==> src/rtl/xrl_pkg.sv <==
package xrl_pkg;

   localparam int COORD_W   = 4;
   localparam int SIZE_W    = 5;
   localparam int VOL_W     = 32;
   localparam int DIST_W    = 5;
   localparam int PROD_W    = DIST_W + VOL_W;
   localparam int OUT_W     = 48;
   localparam int DIR_W     = 2;
   localparam int CSR_IDX_W = 2;

   localparam logic [CSR_IDX_W-1:0] CSR_MESH_COLS   = 2'd0;
   localparam logic [CSR_IDX_W-1:0] CSR_MESH_ROWS   = 2'd1;
   localparam logic [CSR_IDX_W-1:0] CSR_TRACK_LINKS = 2'd2;

   localparam logic [DIR_W-1:0] DIR_EAST = 2'd0;
   localparam logic [DIR_W-1:0] DIR_DOWN = 2'd1;
   localparam logic [DIR_W-1:0] DIR_WEST = 2'd2;
   localparam logic [DIR_W-1:0] DIR_UP   = 2'd3;

   localparam logic OP_ROUTE = 1'b0;
   localparam logic OP_CLEAR = 1'b1;

   localparam logic [SIZE_W-1:0] MESH_SIZE_RESET = 5'd16;

   typedef struct packed {
      logic               op;
      logic [COORD_W-1:0] src_x;
      logic [COORD_W-1:0] src_y;
      logic [COORD_W-1:0] dst_x;
      logic [COORD_W-1:0] dst_y;
      logic [VOL_W-1:0]   volume;
   } req_type;

   typedef struct packed {
      logic [OUT_W-1:0] hop_volume;
      logic [OUT_W-1:0] running_hops;
      logic [OUT_W-1:0] max_link_load;
   } rsp_type;

   typedef struct packed {
      logic [SIZE_W-1:0] mesh_cols;
      logic [SIZE_W-1:0] mesh_rows;
      logic              track_links;
   } cfg_type;

   // clamped transaction handed from front to back
   typedef struct packed {
      logic               op;
      logic [COORD_W-1:0] src_x;
      logic [COORD_W-1:0] src_y;
      logic [COORD_W-1:0] dst_x;
      logic [COORD_W-1:0] dst_y;
      logic [SIZE_W-1:0]  rows;
      logic [VOL_W-1:0]   volume;
      logic [PROD_W-1:0]  product;
   } desc_type;

   typedef struct packed {
      logic init_busy;
   } back_status_type;

   typedef enum logic [2:0] {
      BK_INIT,
      BK_IDLE,
      BK_SETUP,
      BK_WALK,
      BK_DRAIN,
      BK_FINISH,
      BK_CLEAR
   } back_state_type;

endpackage

==> src/rtl/xrl_queue.sv <==
module xrl_queue #(
   parameter int DEPTH = 2
) (
   input  logic              clock,
   input  logic              reset,
   input  logic              push,
   input  xrl_pkg::desc_type push_data,
   output logic              full,
   input  logic              pop,
   output xrl_pkg::desc_type pop_data,
   output logic              empty
);
   import xrl_pkg::*;

   localparam int PTR_W = $clog2(DEPTH);
   localparam int CNT_W = $clog2(DEPTH + 1);
   localparam logic [PTR_W-1:0] PTR_LAST = PTR_W'(DEPTH - 1);

   desc_type          mem_ff [DEPTH];
   logic [PTR_W-1:0]  wr_ptr_ff, wr_ptr_in;
   logic [PTR_W-1:0]  rd_ptr_ff, rd_ptr_in;
   logic [CNT_W-1:0]  count_ff, count_in;
   logic              do_push, do_pop;

   assign full     = (count_ff == CNT_W'(DEPTH));
   assign empty    = (count_ff == '0);
   assign do_push  = push && !full;
   assign do_pop   = pop && !empty;
   assign pop_data = mem_ff[rd_ptr_ff];

   always_comb begin
      wr_ptr_in = wr_ptr_ff;
      rd_ptr_in = rd_ptr_ff;
      count_in  = count_ff;
      if (do_push) begin
         wr_ptr_in = (wr_ptr_ff == PTR_LAST) ? '0 : wr_ptr_ff + PTR_W'(1);
      end
      if (do_pop) begin
         rd_ptr_in = (rd_ptr_ff == PTR_LAST) ? '0 : rd_ptr_ff + PTR_W'(1);
      end
      if (do_push && !do_pop) begin
         count_in = count_ff + CNT_W'(1);
      end else if (do_pop && !do_push) begin
         count_in = count_ff - CNT_W'(1);
      end
   end

   always_ff @(posedge clock) begin
      if (reset) begin
         wr_ptr_ff <= '0;
         rd_ptr_ff <= '0;
         count_ff  <= '0;
      end else begin
         wr_ptr_ff <= wr_ptr_in;
         rd_ptr_ff <= rd_ptr_in;
         count_ff  <= count_in;
      end
   end

   always_ff @(posedge clock) begin
      if (do_push) begin
         mem_ff[wr_ptr_ff] <= push_data;
      end
   end

endmodule

==> config.mk <==
export PLATFORM = sky130hd
export DESIGN_NAME = xrl_queue
export DESIGN_NICKNAME = d
export VERILOG_FILES = /design/src/rtl/xrl_pkg.sv /design/src/rtl/xrl_queue.sv
export SDC_FILE = /design/constraint.sdc
export NUM_CORES = 1
export LEC_CHECK = 0
export BUFFER_PORTS_ARGS = -buffer_cell sky130_fd_sc_hd__buf_2
export CAP_MARGIN = 30
export CORE_MARGIN = 5
export CORE_UTILIZATION = 27
export DETAILED_ROUTE_END_ITERATION = 10
export PLACE_DENSITY = 0.54
export SLEW_MARGIN = 5
export SYNTH_ARGS = -nofsm -noshare
export SYNTH_HDL_FRONTEND = slang
export SYNTH_SLANG_ARGS = --single-unit
==> constraint.sdc <==
create_clock -name clock -period 8.82 [get_ports clock]
set_input_delay 1.764 -clock clock [delete_from_list [all_inputs] [get_ports clock]]
set_output_delay 1.764 -clock clock [all_outputs]
set_load 0.05 [all_outputs]
==> out/results.tsv <==
stage	metric	value	unit
sta	drv_slew	0	
power_and_ir_drop	ir_worst_vdd	0.153	mV
power_and_ir_drop	total_power	2.88	mW
clocking	hold_buffers	0	
grt	grt_pass1_vias	3802	
logic_synthesis	yosys.area.top_type	edfxtp_1	
power_and_ir_drop	power.static_leakage	3.16	nW
detailed_routing	vias	3428	
layout	fin_nets	603	
detailed_routing	wirelength	13900	µm
die	fp.dieW	168	µm
detailed_routing	postRouteAntennaNets	0	
detailed_routing	avgViaCountPerCell	4.03	
sta	rsz0062_at_grt	false	
logic_synthesis	avgSynthCellArea	22.0	µm²
critical_path	cpMaxStageDelayCell	dfxtp_4	
die	start_util	27.2	%
clocking	cts_root_buffer	clkbuf_16	
logic_synthesis	syn-num-nets	404	
sta	tns	0	ns
placed_design	postPlaceCellArea	8090	µm²
detailed_routing	drt_iter0_markers	164	
critical_path	cp_max_fo	47	
detailed_routing	wl_per_cell	16.4	µm
logic_synthesis	ys_ff_latch	187	
critical_path	rr_worst_depth	4	
sta	timing.final.crit_share	48.5	%
logic_synthesis	syn_area	6780	µm²
worst_hold_path	hp-class	flip-flop to flip-flop	
clocking	path_clk_slew	0.07	ns
clocking	cts_buffers	17	
die	placeableCoreArea	25000	µm²
sta	final_hold_viol_count	0	
logic_synthesis	synth-warning-count	0	
layout	syn_to_final_growth	27.5	%
grt	grt.total_usage	9.82	%
clocking	clock_path_buffers	2	
grt	grt_pass1_wl	21400	µm
layout	fin_area	8650	µm²
grt	overflow	0	
logic_synthesis	synth_edf_count	182	
detailed_routing	firstDrtPassIters	4	
critical_path	path_class	flip-flop to output port	
detailed_routing	drc	0	
die	die_h	168	µm
logic_synthesis	synth_common_cells	182 x edfxtp_1, 91 x mux2_2, 9 x buf_4	
logic_synthesis	synthCells	308	
die	die_area	28400	µm²
sta	fin_skew	0.0118	ns
grt	antenna_found_initial	3	
worst_hold_path	holdPathStages	2	
sta	worst_pin_slew	0.708	ns
logic_synthesis	yosysSeqAreaShare	82.1	%
power_and_ir_drop	power_density	333	nW/µm²
status	outcome	finished, final reports clean	
clocking	cts.sinks	187	
critical_path	max_stage_delay	0.76	ns
layout	drive_gt1_share	60.8	%
logic_synthesis	synthFlopType	edfxtp_1	
clocking	cts_tree	done	
logic_synthesis	synth.top_cell.area_share	80.6	%
clocking	cts_setup_buffers	0	
critical_path	worstSetupEndpointType	output port	
logic_synthesis	yosys.cell_count.top_type	edfxtp_1	
critical_path	arrival	2.51	ns
sta	finalSetupViolCount	0	
logic_synthesis	synth_area_leaders	edfxtp_1 81%, mux2_2 15%, dfxtp_1 1.5%	
logic_synthesis	synth_cell_type_count	14	
placed_design	gp_congestion	0.782	
clocking	insertion_delay	0.42	ns
placed_design	io_buffers	187	
sta	slew-limit-headroom	52.8	%
critical_path	crit_required	7.06	ns
critical_path	cp_cell_sequence	buf_4 -> mux2_2 -> buf_2	
grt	grt_max_degree	51	
job	drv_cap	0	
clocking	ctsResizeCount	0	
placed_design	hpwlAfterDp	9600	µm
critical_path	reg2reg_setup_slack	6.38	ns
sta	clock.fmax	234	MHz
critical_path	worstSetupStartpointType	flip-flop	
die	std_cell_rows	58	
die	io_pins	188	
logic_synthesis	ys_async_sr_fraction	0	%
clocking	cts_max_level	4	
sta	layout_min_cycle_time	4.28	ns
==> cells in the final DEF, fill, tap and decap left out, types with 2 or more instances in the layout <==
cell | synthesis | final
inv_6 | 0 | 4
or3_1 | 2 | 2
mux2_2 | 91 | 91
edfxtp_1 | 182 | 182
buf_2 | 1 | 187
inv_8 | 0 | 5
clkinv_4 | 0 | 2
o21ai_0 | 3 | 3
clkinv_2 | 0 | 2
a21oi_1 | 2 | 2
dfxtp_1 | 5 | 4
clkbuf_16 | 0 | 17
xor2_1 | 3 | 3
buf_4 | 9 | 3
nor2_1 | 5 | 5
==> worst max-delay path, delay by kind of cell (launching register included) <==
family | cells | cell delay [ns]
mux | 1 | 0.42
buf+inv | 2 | 0.82
flops | 1 | 0.76
==> path summary, 6_finish.rpt <==
path                                  start            to
worst min register to register    wr_ptr_ff     wr_ptr_ff
worst max register to register  count_ff[0]  mem_ff[0][2]
worst min-delay path              wr_ptr_ff     wr_ptr_ff
worst max-delay path              flip-flop  pop_data[89]
==> power breakdown <==
part / internal (mW) / switching, mW
clock network: 0.374 / 0.348
logic: 0.265 / 0.716
registers: 1.12 / 0.0581
total: 1.76 / 1.12
==> metal layers <==
| layer | wire length, µm | track usage, % | share of wire (%) | vias to the layer above |
|---|---|---|---|---|
| met5 | 13 | 0 | 0.093 | - |
| met4 | 234 | 3.35 | 1.7 | 2 |
| met3 | 974 | 3.99 | 7.0 | 18 |
| met2 | 7330 | 17.0 | 53 | 104 |
| met1 | 5390 | 11.0 | 39 | 1692 |
| li1 | - | - | - | 1612 |
==> final cells by class <==
| type | instances | area [µm²] |
|---|---|---|
| clock inverter | 14 | 126 |
| sequential | 187 | 5570 |
| timing repair buffer | 190 | 958 |
| clock buffer | 18 | 429 |
| multi-input combinational | 109 | 1140 |
| fill | 2428 | 16300 |
| inverter | 2 | 10.0 |
| antenna | 1 | 2.50 |
| tap | 330 | 413 |
==> cell families (layout without fill, tap and decap cells) <==
kind of cell | count (synthesis) | after routing | synth area share, %
simple gates | 9 | 9 | 0.683
mux | 91 | 91 | 15.1
buf+inv | 12 | 224 | 1.18
compound gates | 5 | 5 | 0.369
fa+ha+maj | 1 | 1 | 0.185
flops | 187 | 187 | 82.1
other cells | 0 | 1 | 0
xor+xnor | 3 | 3 | 0.388
==> sequential cells by signal (all words and copies together) (netlist names), named ones only <==
register,cells
count_ff,2
rd_ptr_ff,1
wr_ptr_ff,1
mem_ff,182
==> metrics by stage <==
stage	worst slack [ns]	cells	utilization (%)	hold slack, ns
4_1_cts	4.44	850	34.6	0.507
3_5_place_dp	4.89	818	32.4	0.496
6_report	4.54	851	34.6	0.502
2_1_floorplan	4.29	308	-	0.452
3_3_place_gp	4.97	818	32.4	0.477
5_1_grt	4.39	851	34.6	0.561
Note: power is estimated with default switching activity, not from simulation.
