===== src/rtl/xrl_pkg.sv =====
package xrl_pkg;

   localparam int COORD_W   = 4;
   localparam int SIZE_W    = 5;
   localparam int VOL_W     = 32;
   localparam int DIST_W    = 5;
   localparam int PROD_W    = DIST_W + VOL_W;
   localparam int OUT_W     = 48;
   localparam int DIR_W     = 2;
   localparam int CSR_IDX_W = 2;

   localparam logic [CSR_IDX_W-1:0] CSR_MESH_COLS   = 2'd0;
   localparam logic [CSR_IDX_W-1:0] CSR_MESH_ROWS   = 2'd1;
   localparam logic [CSR_IDX_W-1:0] CSR_TRACK_LINKS = 2'd2;

   localparam logic [DIR_W-1:0] DIR_EAST = 2'd0;
   localparam logic [DIR_W-1:0] DIR_DOWN = 2'd1;
   localparam logic [DIR_W-1:0] DIR_WEST = 2'd2;
   localparam logic [DIR_W-1:0] DIR_UP   = 2'd3;

   localparam logic OP_ROUTE = 1'b0;
   localparam logic OP_CLEAR = 1'b1;

   localparam logic [SIZE_W-1:0] MESH_SIZE_RESET = 5'd16;

   typedef struct packed {
      logic               op;
      logic [COORD_W-1:0] src_x;
      logic [COORD_W-1:0] src_y;
      logic [COORD_W-1:0] dst_x;
      logic [COORD_W-1:0] dst_y;
      logic [VOL_W-1:0]   volume;
   } req_type;

   typedef struct packed {
      logic [OUT_W-1:0] hop_volume;
      logic [OUT_W-1:0] running_hops;
      logic [OUT_W-1:0] max_link_load;
   } rsp_type;

   typedef struct packed {
      logic [SIZE_W-1:0] mesh_cols;
      logic [SIZE_W-1:0] mesh_rows;
      logic              track_links;
   } cfg_type;

   // clamped transaction handed from front to back
   typedef struct packed {
      logic               op;
      logic [COORD_W-1:0] src_x;
      logic [COORD_W-1:0] src_y;
      logic [COORD_W-1:0] dst_x;
      logic [COORD_W-1:0] dst_y;
      logic [SIZE_W-1:0]  rows;
      logic [VOL_W-1:0]   volume;
      logic [PROD_W-1:0]  product;
   } desc_type;

   typedef struct packed {
      logic init_busy;
   } back_status_type;

   typedef enum logic [2:0] {
      BK_INIT,
      BK_IDLE,
      BK_SETUP,
      BK_WALK,
      BK_DRAIN,
      BK_FINISH,
      BK_CLEAR
   } back_state_type;

endpackage


===== src/rtl/xrl_if.sv =====
interface xrl_req_if;
   import xrl_pkg::*;

   logic    valid;
   logic    ready;
   req_type payload;

   modport source (output valid, output payload, input ready);
   modport sink (input valid, input payload, output ready);
endinterface



===== src/rtl/xrl_front.sv =====
module xrl_front #(
   parameter int MAX_COLS = 16,
   parameter int MAX_ROWS = 16
) (
   input  logic                     clock,
   input  logic                     reset,
   input  xrl_pkg::cfg_type         cfg,
   input  xrl_pkg::back_status_type status,
   xrl_req_if.sink                  req_chan,
   output logic                     q_push,
   output xrl_pkg::desc_type        q_data,
   input  logic                     q_full
);
   import xrl_pkg::*;

   function automatic logic [SIZE_W-1:0] clamp_size(input logic [SIZE_W-1:0] v, input int hi);
      logic [SIZE_W-1:0] r;
      r = v;
      if (v == '0) begin
         r = SIZE_W'(1);
      end else if (int'(v) > hi) begin
         r = SIZE_W'(hi);
      end
      return r;
   endfunction

   function automatic logic [COORD_W-1:0] clamp_coord(input logic [COORD_W-1:0] c,
                                                      input logic [SIZE_W-1:0] size);
      logic [SIZE_W-1:0] last;
      last = size - SIZE_W'(1);
      return (SIZE_W'(c) >= size) ? last[COORD_W-1:0] : c;
   endfunction

   function automatic logic [COORD_W-1:0] abs_diff(input logic [COORD_W-1:0] a,
                                                   input logic [COORD_W-1:0] b);
      return (a > b) ? a - b : b - a;
   endfunction

   logic              stg_valid_ff, stg_valid_in;
   desc_type          stg_ff, stg_in;
   logic [DIST_W-1:0] dist_ff, dist_in;
   logic [SIZE_W-1:0] cols_c, rows_c;
   desc_type          fresh;
   logic              accept;

   assign req_chan.ready = !status.init_busy && (!stg_valid_ff || !q_full);
   assign accept         = req_chan.valid && req_chan.ready;
   assign q_push         = stg_valid_ff && !q_full;

   always_comb begin
      cols_c        = clamp_size(cfg.mesh_cols, MAX_COLS);
      rows_c        = clamp_size(cfg.mesh_rows, MAX_ROWS);
      fresh.op      = req_chan.payload.op;
      fresh.src_x   = clamp_coord(req_chan.payload.src_x, cols_c);
      fresh.src_y   = clamp_coord(req_chan.payload.src_y, rows_c);
      fresh.dst_x   = clamp_coord(req_chan.payload.dst_x, cols_c);
      fresh.dst_y   = clamp_coord(req_chan.payload.dst_y, rows_c);
      fresh.rows    = rows_c;
      fresh.volume  = req_chan.payload.volume;
      fresh.product = '0;

      stg_valid_in = stg_valid_ff;
      stg_in       = stg_ff;
      dist_in      = dist_ff;
      if (accept) begin
         stg_valid_in = 1'b1;
         stg_in       = fresh;
         dist_in      = DIST_W'(abs_diff(fresh.src_x, fresh.dst_x))
                      + DIST_W'(abs_diff(fresh.src_y, fresh.dst_y));
      end else if (q_push) begin
         stg_valid_in = 1'b0;
      end

      q_data         = stg_ff;
      q_data.product = PROD_W'(dist_ff) * PROD_W'(stg_ff.volume);
   end

   always_ff @(posedge clock) begin
      if (reset) begin
         stg_valid_ff <= 1'b0;
      end else begin
         stg_valid_ff <= stg_valid_in;
      end
   end

   always_ff @(posedge clock) begin
      stg_ff  <= stg_in;
      dist_ff <= dist_in;
   end

endmodule


===== src/flat_wrapper.sv =====
// flat-port wrapper written by rule: the top's interface ports become plain ports
module xrl_front_flat import xrl_pkg::*;
#(
   parameter int MAX_COLS = 16,
   parameter int MAX_ROWS = 16
)
  (clock, reset, cfg, status, q_push, q_data, q_full, req_chan_valid, req_chan_payload, req_chan_ready);
  xrl_req_if req_chan_i ();
  input  logic clock;
  input  logic reset;
  input  xrl_pkg::cfg_type cfg;
  input  xrl_pkg::back_status_type status;
  output logic q_push;
  output xrl_pkg::desc_type q_data;
  input  logic q_full;
  input wire logic [$bits(req_chan_i.valid)-1:0] req_chan_valid;
  input wire logic [$bits(req_chan_i.payload)-1:0] req_chan_payload;
  output wire logic [$bits(req_chan_i.ready)-1:0] req_chan_ready;
  assign req_chan_i.valid = req_chan_valid;
  assign req_chan_i.payload = req_chan_payload;
  assign req_chan_ready = req_chan_i.ready;
  xrl_front #(.MAX_COLS(MAX_COLS), .MAX_ROWS(MAX_ROWS)) u_core (.clock(clock), .reset(reset), .cfg(cfg), .status(status), .req_chan(req_chan_i), .q_push(q_push), .q_data(q_data), .q_full(q_full));
endmodule

===== config.mk =====
export PLATFORM = sky130hd
export DESIGN_NAME = xrl_front_flat
export DESIGN_NICKNAME = d
export VERILOG_FILES = /design/src/rtl/xrl_pkg.sv /design/src/rtl/xrl_if.sv /design/src/rtl/xrl_front.sv /design/src/flat_wrapper.sv
export SDC_FILE = /design/constraint.sdc
export NUM_CORES = 1
export LEC_CHECK = 0
export ABC_AREA = 1
export BUFFER_PORTS_ARGS = -buffer_cell sky130_fd_sc_hd__buf_4
export CAP_MARGIN = 0
export CORE_MARGIN = 1.5
export CORE_UTILIZATION = 50
export CTS_CLUSTER_DIAMETER = 30
export CTS_CLUSTER_SIZE = 14
export DETAILED_ROUTE_END_ITERATION = 7
export PLACE_DENSITY_LB_ADDON = 0.1
export SLEW_MARGIN = 20
export SYNTH_ARGS = -nofsm -noshare
export SYNTH_HDL_FRONTEND = slang
export SYNTH_SLANG_ARGS = --single-unit

===== constraint.sdc =====
create_clock -name clock -period 14.2 [get_ports clock]
set_input_delay 1.42 -clock clock [delete_from_list [all_inputs] [get_ports clock]]
set_output_delay 1.42 -clock clock [all_outputs]
set_load 0.02 [all_outputs]

==> results of run 1 <==
[cells by family (layout without fill, tap and decap cells)]
family	count (synthesis)	after routing	share of synthesized area [%]
compound gates	130	130	8.39
xor+xnor	37	37	3.95
fa+ha+maj	174	174	33.3
buf+inv	293	455	12.7
flops	60	60	20.6
mux	1	1	0.115
simple gates	436	436	20.9
[per-layer routing]
metal	up-vias	share of wire (%)	routed length, µm	track usage [%]
met2	154	47	9410	38.5
met5	-	0	0	0
met1	3485	48	9510	32.4
li1	3781	-	-	-
met3	21	3.7	738	2.25
met4	0	1.6	328	6.51
[sequential cells by signal, indices dropped and copies added, names as in the netlist]
register / flops
u_core.q_data: 54
u_core.dist_ff: 5
u_core.stg_valid_ff: 1
[worst max-delay path: stages (launching register included)]
cell and delay, ps:
edfxtp_1 810, buf_8 240, nand2_1 80, fa_1 510
inv_1 60, fa_1 500, fa_1 490, ha_1 420
nand2_1 130, nor2_1 220, inv_1 60, nor2_1 170
inv_1 80, nor2_1 150, nand3_1 100, nand3_1 150
xor2_1 150, buf_4 150
[cells in the mapped netlist (3+ instances only)]
cell	instances
a21oi_1	52
clkbuf_1	15
nand4_1	6
nand3_1	35
xnor2_1	12
o21bai_1	6
edfxtp_1	59
fa_1	95
xor2_1	24
o21ai_1	3
o21ai_0	44
o21a_1	6
inv_1	275
nand2_1	310
a31oi_1	5
ha_1	79
nand2_4	7
nor3_1	7
nor2_1	64
[metrics by stage]
step / area [µm²] / setup WS, ps
finish: 10400 / 7970
global placement: 10100 / 8010
floorplan: 8680 / 7740
CTS: 10400 / 7630
detailed placement: 10100 / 8000
global route: 10400 / 7650
[cell type report]
class | instances | area, µm²
Clock inverter | 7 | 57.6
Tap cell | 220 | 275
Multi-Input combinational cell | 778 | 5790
Timing Repair Buffer | 162 | 1250
Inverter | 277 | 1040
Fill cell | 1573 | 6340
Clock buffer | 9 | 225
Sequential cell | 60 | 1790
[path summary, 6_finish.rpt]
check	slack [ps]	from	end
worst max register to register	12610	u_core.stg_valid_ff	u_core.q_data[49]
worst max-delay path	7970	u_core.dist_ff[3]	q_data[35]
worst min register to register	630	u_core.stg_valid_ff	u_core.stg_valid_ff
worst min-delay path	630	u_core.stg_valid_ff	u_core.stg_valid_ff
==> impl_metrics.json, run 1 <==
{
  "status": "finished, final reports clean",
  "final_cells": 1513,
  "drt_iter0_markers": 315,
  "die_w_um": 135,
  "layout.nets": 1527,
  "via_count": 7441,
  "drive_gt1_share_pct": 15.3,
  "place_inst": 1493,
  "ys.flop_type": "edfxtp_1",
  "hold_viol": 0,
  "insertion_delay_ps": 330,
  "fin_crit_ps": 6230,
  "cts_tree": "yes",
  "async_flop_share_pct": 0,
  "clock_sinks": 60,
  "wirelength_um": 20000,
  "slew_headroom_pct": 49.3,
  "start_util_pct": 51.8,
  "max_cap_viol_count": 0,
  "die_h_um": 135,
  "synth_seq_cells": 60,
  "ctsResizeCount": 0,
  "grt_pass1_vias": 7304,
  "hold_class": "flop to flop",
  "synth_area_leaders": "fa_1, edfxtp_1, nand2_1, inv_1, ha_1",
  "ios": 158,
  "hold_ws_ps": 630,
  "end_kind": "output pin",
  "fin_tns_setup_ps": 0,
  "whs_path_depth": 4,
  "port_buffers": 156,
  "cp.required_ps": 12780,
  "routedWlPerCell_um": 13.2,
  "rsz0062_at_grt": "false",
  "reg2reg_depth": 4,
  "die-area_um2": 18200,
  "synth_cell_types": 37,
  "final_common_cell": "nand2_1",
  "grt_max_degree": 61,
  "grt_overflow": 0,
  "htreeDepth": 3,
  "postCtsSetupRepairBufs": 0,
  "cts_buffers": 9,
  "clk_pin_slew_ps": 60,
  "worstPathMaxFanout": 18,
  "clock-root-buffer": "clkbuf_16",
  "yosysSeqAreaShare_pct": 20.6,
  "ant_nets": 0,
  "diodes": 0,
  "max_freq_ghz": 0.161,
  "rows": 47,
  "synth_top_area_share_pct": 21.9,
  "antenna_found_initial": 0,
  "final_cell_mix": "nand2_1, inv_1, buf_4",
  "gp_congestion": 0.878,
  "arrival_ps": 4810,
  "finalClockSkew_ps": 7.89,
  "slew_viol_final": 0,
  "viasPerCell": 4.92,
  "syn_area_um2": 8680,
  "start_kind": "flop",
  "cts_buffer_depth": 2,
  "setup_viol": 0,
  "dpl.hpwl_um": 16600,
  "core-area_um2": 16800,
  "route.detailed.drc": 0,
  "syn2layout_area_growth_pct": 20.1,
  "tightest_slew_ps": 752,
  "firstDrtPassIters": 4,
  "syn_inst": 1131,
  "ctsHoldBuffers": 0,
  "post-route-period-util_pct": 43.9,
  "synth-edff-count": 59,
  "avgSynthCellArea_um2": 7.67,
  "global_route.usage.total_pct": 23.2,
  "yosysTopAreaCell": "fa_1",
  "worstSetupPathType": "flop to output pin",
  "utilization_pct": 62.2,
  "ys_warn_count": 0,
  "synth_nets": 1370,
  "grt_pass1_wl_um": 33900
}
Power of run 1 is not shown: default switching activity piles up to over one toggle a cycle in this logic, so the estimate is an artifact.
==> inputs of run 2 (changes only) <==
clock period = 6.3 ns   (was 14.2 ns; I/O delays follow)
==> impl_metrics.json, run 2 (synthesis results as in run 1) <==
{
  "diodes": 0,
  "fin_crit_ps": 5550,
  "worstPathMaxFanout": 18,
  "setup_viol": 0,
  "drive_gt1_share_pct": 15.3,
  "dp_slack_ps": 885,
  "route.detailed.drc": 0,
  "post-route-period-util_pct": 88.1,
  "cts_tree": "yes",
  "largest_reg_flops": 54,
  "insertion_delay_ps": 340,
  "routedWlPerCell_um": 13.3,
  "die_w_um": 135,
  "port_buffers": 156,
  "cp.required_ps": 5670,
  "clock-root-buffer": "clkbuf_16",
  "final_cell_mix": "nand2_1, inv_1, buf_4",
  "start_kind": "flop",
  "die_h_um": 135,
  "cp_slowest_stage_delay_ps": 740,
  "tightest_slew_ps": 786,
  "slew_viol_final": 0,
  "slowest_stage": "edfxtp_1",
  "htreeDepth": 3,
  "gp_congestion": 0.882,
  "end_kind": "output pin",
  "ant_nets": 0,
  "grt_pass1_wl_um": 34400,
  "clock_sinks": 60,
  "cts_buffer_depth": 2,
  "hold_viol": 0,
  "rsz0062_at_grt": "false",
  "cts_buffers": 9,
  "postCtsSetupRepairBufs": 0,
  "ctsResizeCount": 0,
  "cp_num_buf_inv": 5,
  "ios": 158,
  "worst_slack_ps": 747,
  "final_common_cell": "nand2_1",
  "wirelength_um": 20200,
  "firstDrtPassIters": 5,
  "path_cells": "buf_8 -> nand2_1 -> inv_1 -> fa_1 -> fa_1 -> inv_1 -> fa_1 -> inv_1 -> ha_1 -> nand2_1 -> nor2_1 -> nand2_1 -> o21ai_0 -> nand3_1 -> nand3_1 -> xor2_1 -> buf_4",
  "clk_pin_slew_ps": 60,
  "arrival_ps": 4920,
  "hold_class": "primary input to flop",
  "dpl.hpwl_um": 16600,
  "nFillCells": 1574,
  "finalClockSkew_ps": 5.17,
  "core-area_um2": 16800,
  "grt_pass1_vias": 7519,
  "syn2layout_area_growth_pct": 20.5,
  "fin_tns_setup_ps": 0,
  "max_freq_ghz": 0.180,
  "rows": 47,
  "layout.nets": 1527,
  "slew_headroom_pct": 47.6,
  "grt_max_degree": 61,
  "viasPerCell": 4.95,
  "worstSetupPathType": "flop to output pin",
  "via_count": 7485,
  "max_cap_viol_count": 0,
  "drt_iter0_markers": 289,
  "grt_overflow": 0,
  "place_inst": 1494,
  "die-area_um2": 18200,
  "antenna_found_initial": 0,
  "utilization_pct": 62.4,
  "status": "finished, final reports clean",
  "global_route.usage.total_pct": 23.4,
  "crit_family": "adder cells",
  "final_cells": 1513,
  "start_util_pct": 51.8,
  "ctsHoldBuffers": 0
}
==> run 2: cell types whose count changed in the layout (fill, tap and decap cells not counted), sizes merged <==
cell	before	now
bufinv	0	2
inv	280	278
==> run 2: routing by layer <==
layer | GRT usage [%] | up-vias | part of all wire, %
li1 | - | 3770 | -
met1 | 32.2 | 3524 | 47
met2 | 39.9 | 170 | 47
met3 | 2.48 | 21 | 4.2
met4 | 5.62 | 0 | 1.4
met5 | 0 | - | 0
==> run 2: path summary, 6_finish.rpt <==
| kind | start | depth (start not counted) | end | slack [ps] |
|---|---|---|---|---|
| setup / recovery | u_core.dist_ff[3] | 17 | q_data[32] | 750 |
| hold / removal | req_chan_payload[0] | 1 | u_core.q_data[37] | 470 |
| setup reg to reg | u_core.stg_valid_ff | 4 | u_core.q_data[73] | 4660 |
| hold reg to reg | u_core.stg_valid_ff | 4 | u_core.stg_valid_ff | 640 |
==> run 2: cell type report <==
type,count,area [µm²],area share [%]
multi-input cells,778,5790,55.3
repair buffers,162,1240,11.8
clock inverters,7,100,0.957
clock buffers,9,225,2.15
inverters,277,1040,9.94
well taps,220,275,2.63
flip-flops and latches,60,1790,17.1
==> run 2: metrics by stage <==
stage	hold WS, ps	instance area, µm²
detailed placement	630	10100
floorplan	552	8680
global placement	602	10100
finish	467	10500
CTS	458	10400
global route	454	10500
Power of run 2 is left out for the same reason.
==> inputs of run 3 (changes only) <==
clock period = 4.63 ns   (was 6.3 ns; I/O delays follow)
==> impl_metrics.json, run 3 (synthesis results as in run 1) <==
{
  "status": "finished, violations left",
  "violations": "setup timing",
  "largest_reg_flops": 54,
  "core-area_um2": 16800,
  "grt_max_degree": 56,
  "end_kind": "output pin",
  "clock_sinks": 60,
  "diodes": 0,
  "worst_slack_ps": -69.3,
  "hold_ws_ps": 308,
  "design_area_um2": 12200,
  "rows": 47,
  "syn2layout_area_growth_pct": 40.2,
  "max_cap_viol_count": 0,
  "ant_nets": 0,
  "antenna_found_initial": 0,
  "slew_viol_final": 0,
  "final_common_cell": "nand2_1",
  "clock-root-buffer": "clkbuf_16",
  "post-route-period-util_pct": 101,
  "drive_gt1_share_pct": 33.6,
  "hold_viol": 0,
  "cts_buffers": 9,
  "route.detailed.drc": 0,
  "start_util_pct": 51.8,
  "grt_overflow": 0,
  "layout.nets": 1595,
  "firstDrtPassIters": 5,
  "max_freq_ghz": 0.213,
  "finalClockSkew_ps": 5.28,
  "hold_class": "primary input to flop",
  "die-area_um2": 18200,
  "fin_crit_ps": 4700,
  "viasPerCell": 5.15,
  "cts_tree": "yes",
  "port_buffers": 156,
  "gp_congestion": 0.867,
  "die_h_um": 135,
  "setup_viol": 10,
  "drt_iter0_markers": 474,
  "htreeDepth": 3,
  "dp_slack_ps": -96.7,
  "tightest_slew_ps": 777,
  "worstPathMaxFanout": 6,
  "routedWlPerCell_um": 15.0,
  "insertion_delay_ps": 320,
  "arrival_ps": 4240,
  "die_w_um": 135,
  "final_cell_mix": "nand2_1, inv_1, buf_4",
  "grt_pass1_vias": 8113,
  "ctsHoldBuffers": 0,
  "grt_pass1_wl_um": 37800,
  "worstSetupPathType": "flop to output pin",
  "clk_pin_slew_ps": 60,
  "start_kind": "flop",
  "via_count": 8144,
  "cts_buffer_depth": 2,
  "fin_tns_setup_ps": -382,
  "global_route.usage.total_pct": 25.8,
  "dpl.hpwl_um": 17100,
  "placed_area_um2": 10300,
  "ios": 158,
  "cp.required_ps": 4170,
  "wirelength_um": 23700,
  "slew_headroom_pct": 48.2,
  "rsz0062_at_grt": "true"
}
-- run 3: critical path: stages, from the launching register on --
cell and delay, ps:
edfxtp_1 400, buf_6 160, buf_16 140, nand2_1 70, inv_2 50, fa_1 400
inv_1 100, fa_1 450, fa_1 560, inv_1 70, ha_4 280, a21oi_2 220
o21ai_1 130, a21oi_1 210, nor2_1 80, nor2_1 160, nand3_2 120, xor2_1 150
buf_4 160
-- run 3: timing repair --
action                                  in CTS  in global routing
pin swaps                                   96                 56
gates resized for setup                    164                115
cloned                                       3                  0
endpoints found under the setup margin      23                 28
buffers inserted                            28                 15
-- run 3: stage by stage --
stage | util (%) | std cells
2_1_floorplan | - | 1131
3_3_place_gp | 61.7 | 1522
3_5_place_dp | 61.7 | 1522
4_1_cts | 69.5 | 1568
5_1_grt | 72.6 | 1581
6_report | 72.6 | 1581
-- run 3: area by class of cell --
class,instances,area (µm²)
fill,1280,4590
timing repair buffer,230,1860
multi-input combinational,778,6870
sequential,60,1790
clock inverter,7,101
inverter,277,1040
clock buffer,9,225
tap,220,275
-- run 3: final timing paths --
path,start,end,slack (ps),cells past startpoint
setup / recovery,u_core.dist_ff[4],q_data[35],-70,18
hold / removal,req_chan_payload[3],u_core.q_data[40],310,1
setup reg to reg,u_core.stg_valid_ff,u_core.q_data[48],2800,4
hold reg to reg,u_core.stg_valid_ff,u_core.stg_valid_ff,660,4
-- run 3: layer usage --
metal	track usage (%)	routed length [µm]	vias to the layer above
li1	-	-	3919
met1	34.4	10200	3907
met5	0	0	-
met2	44.4	11900	276
met4	7.71	485	0
met3	2.93	1060	42
Power of run 3 is left out for the same reason.
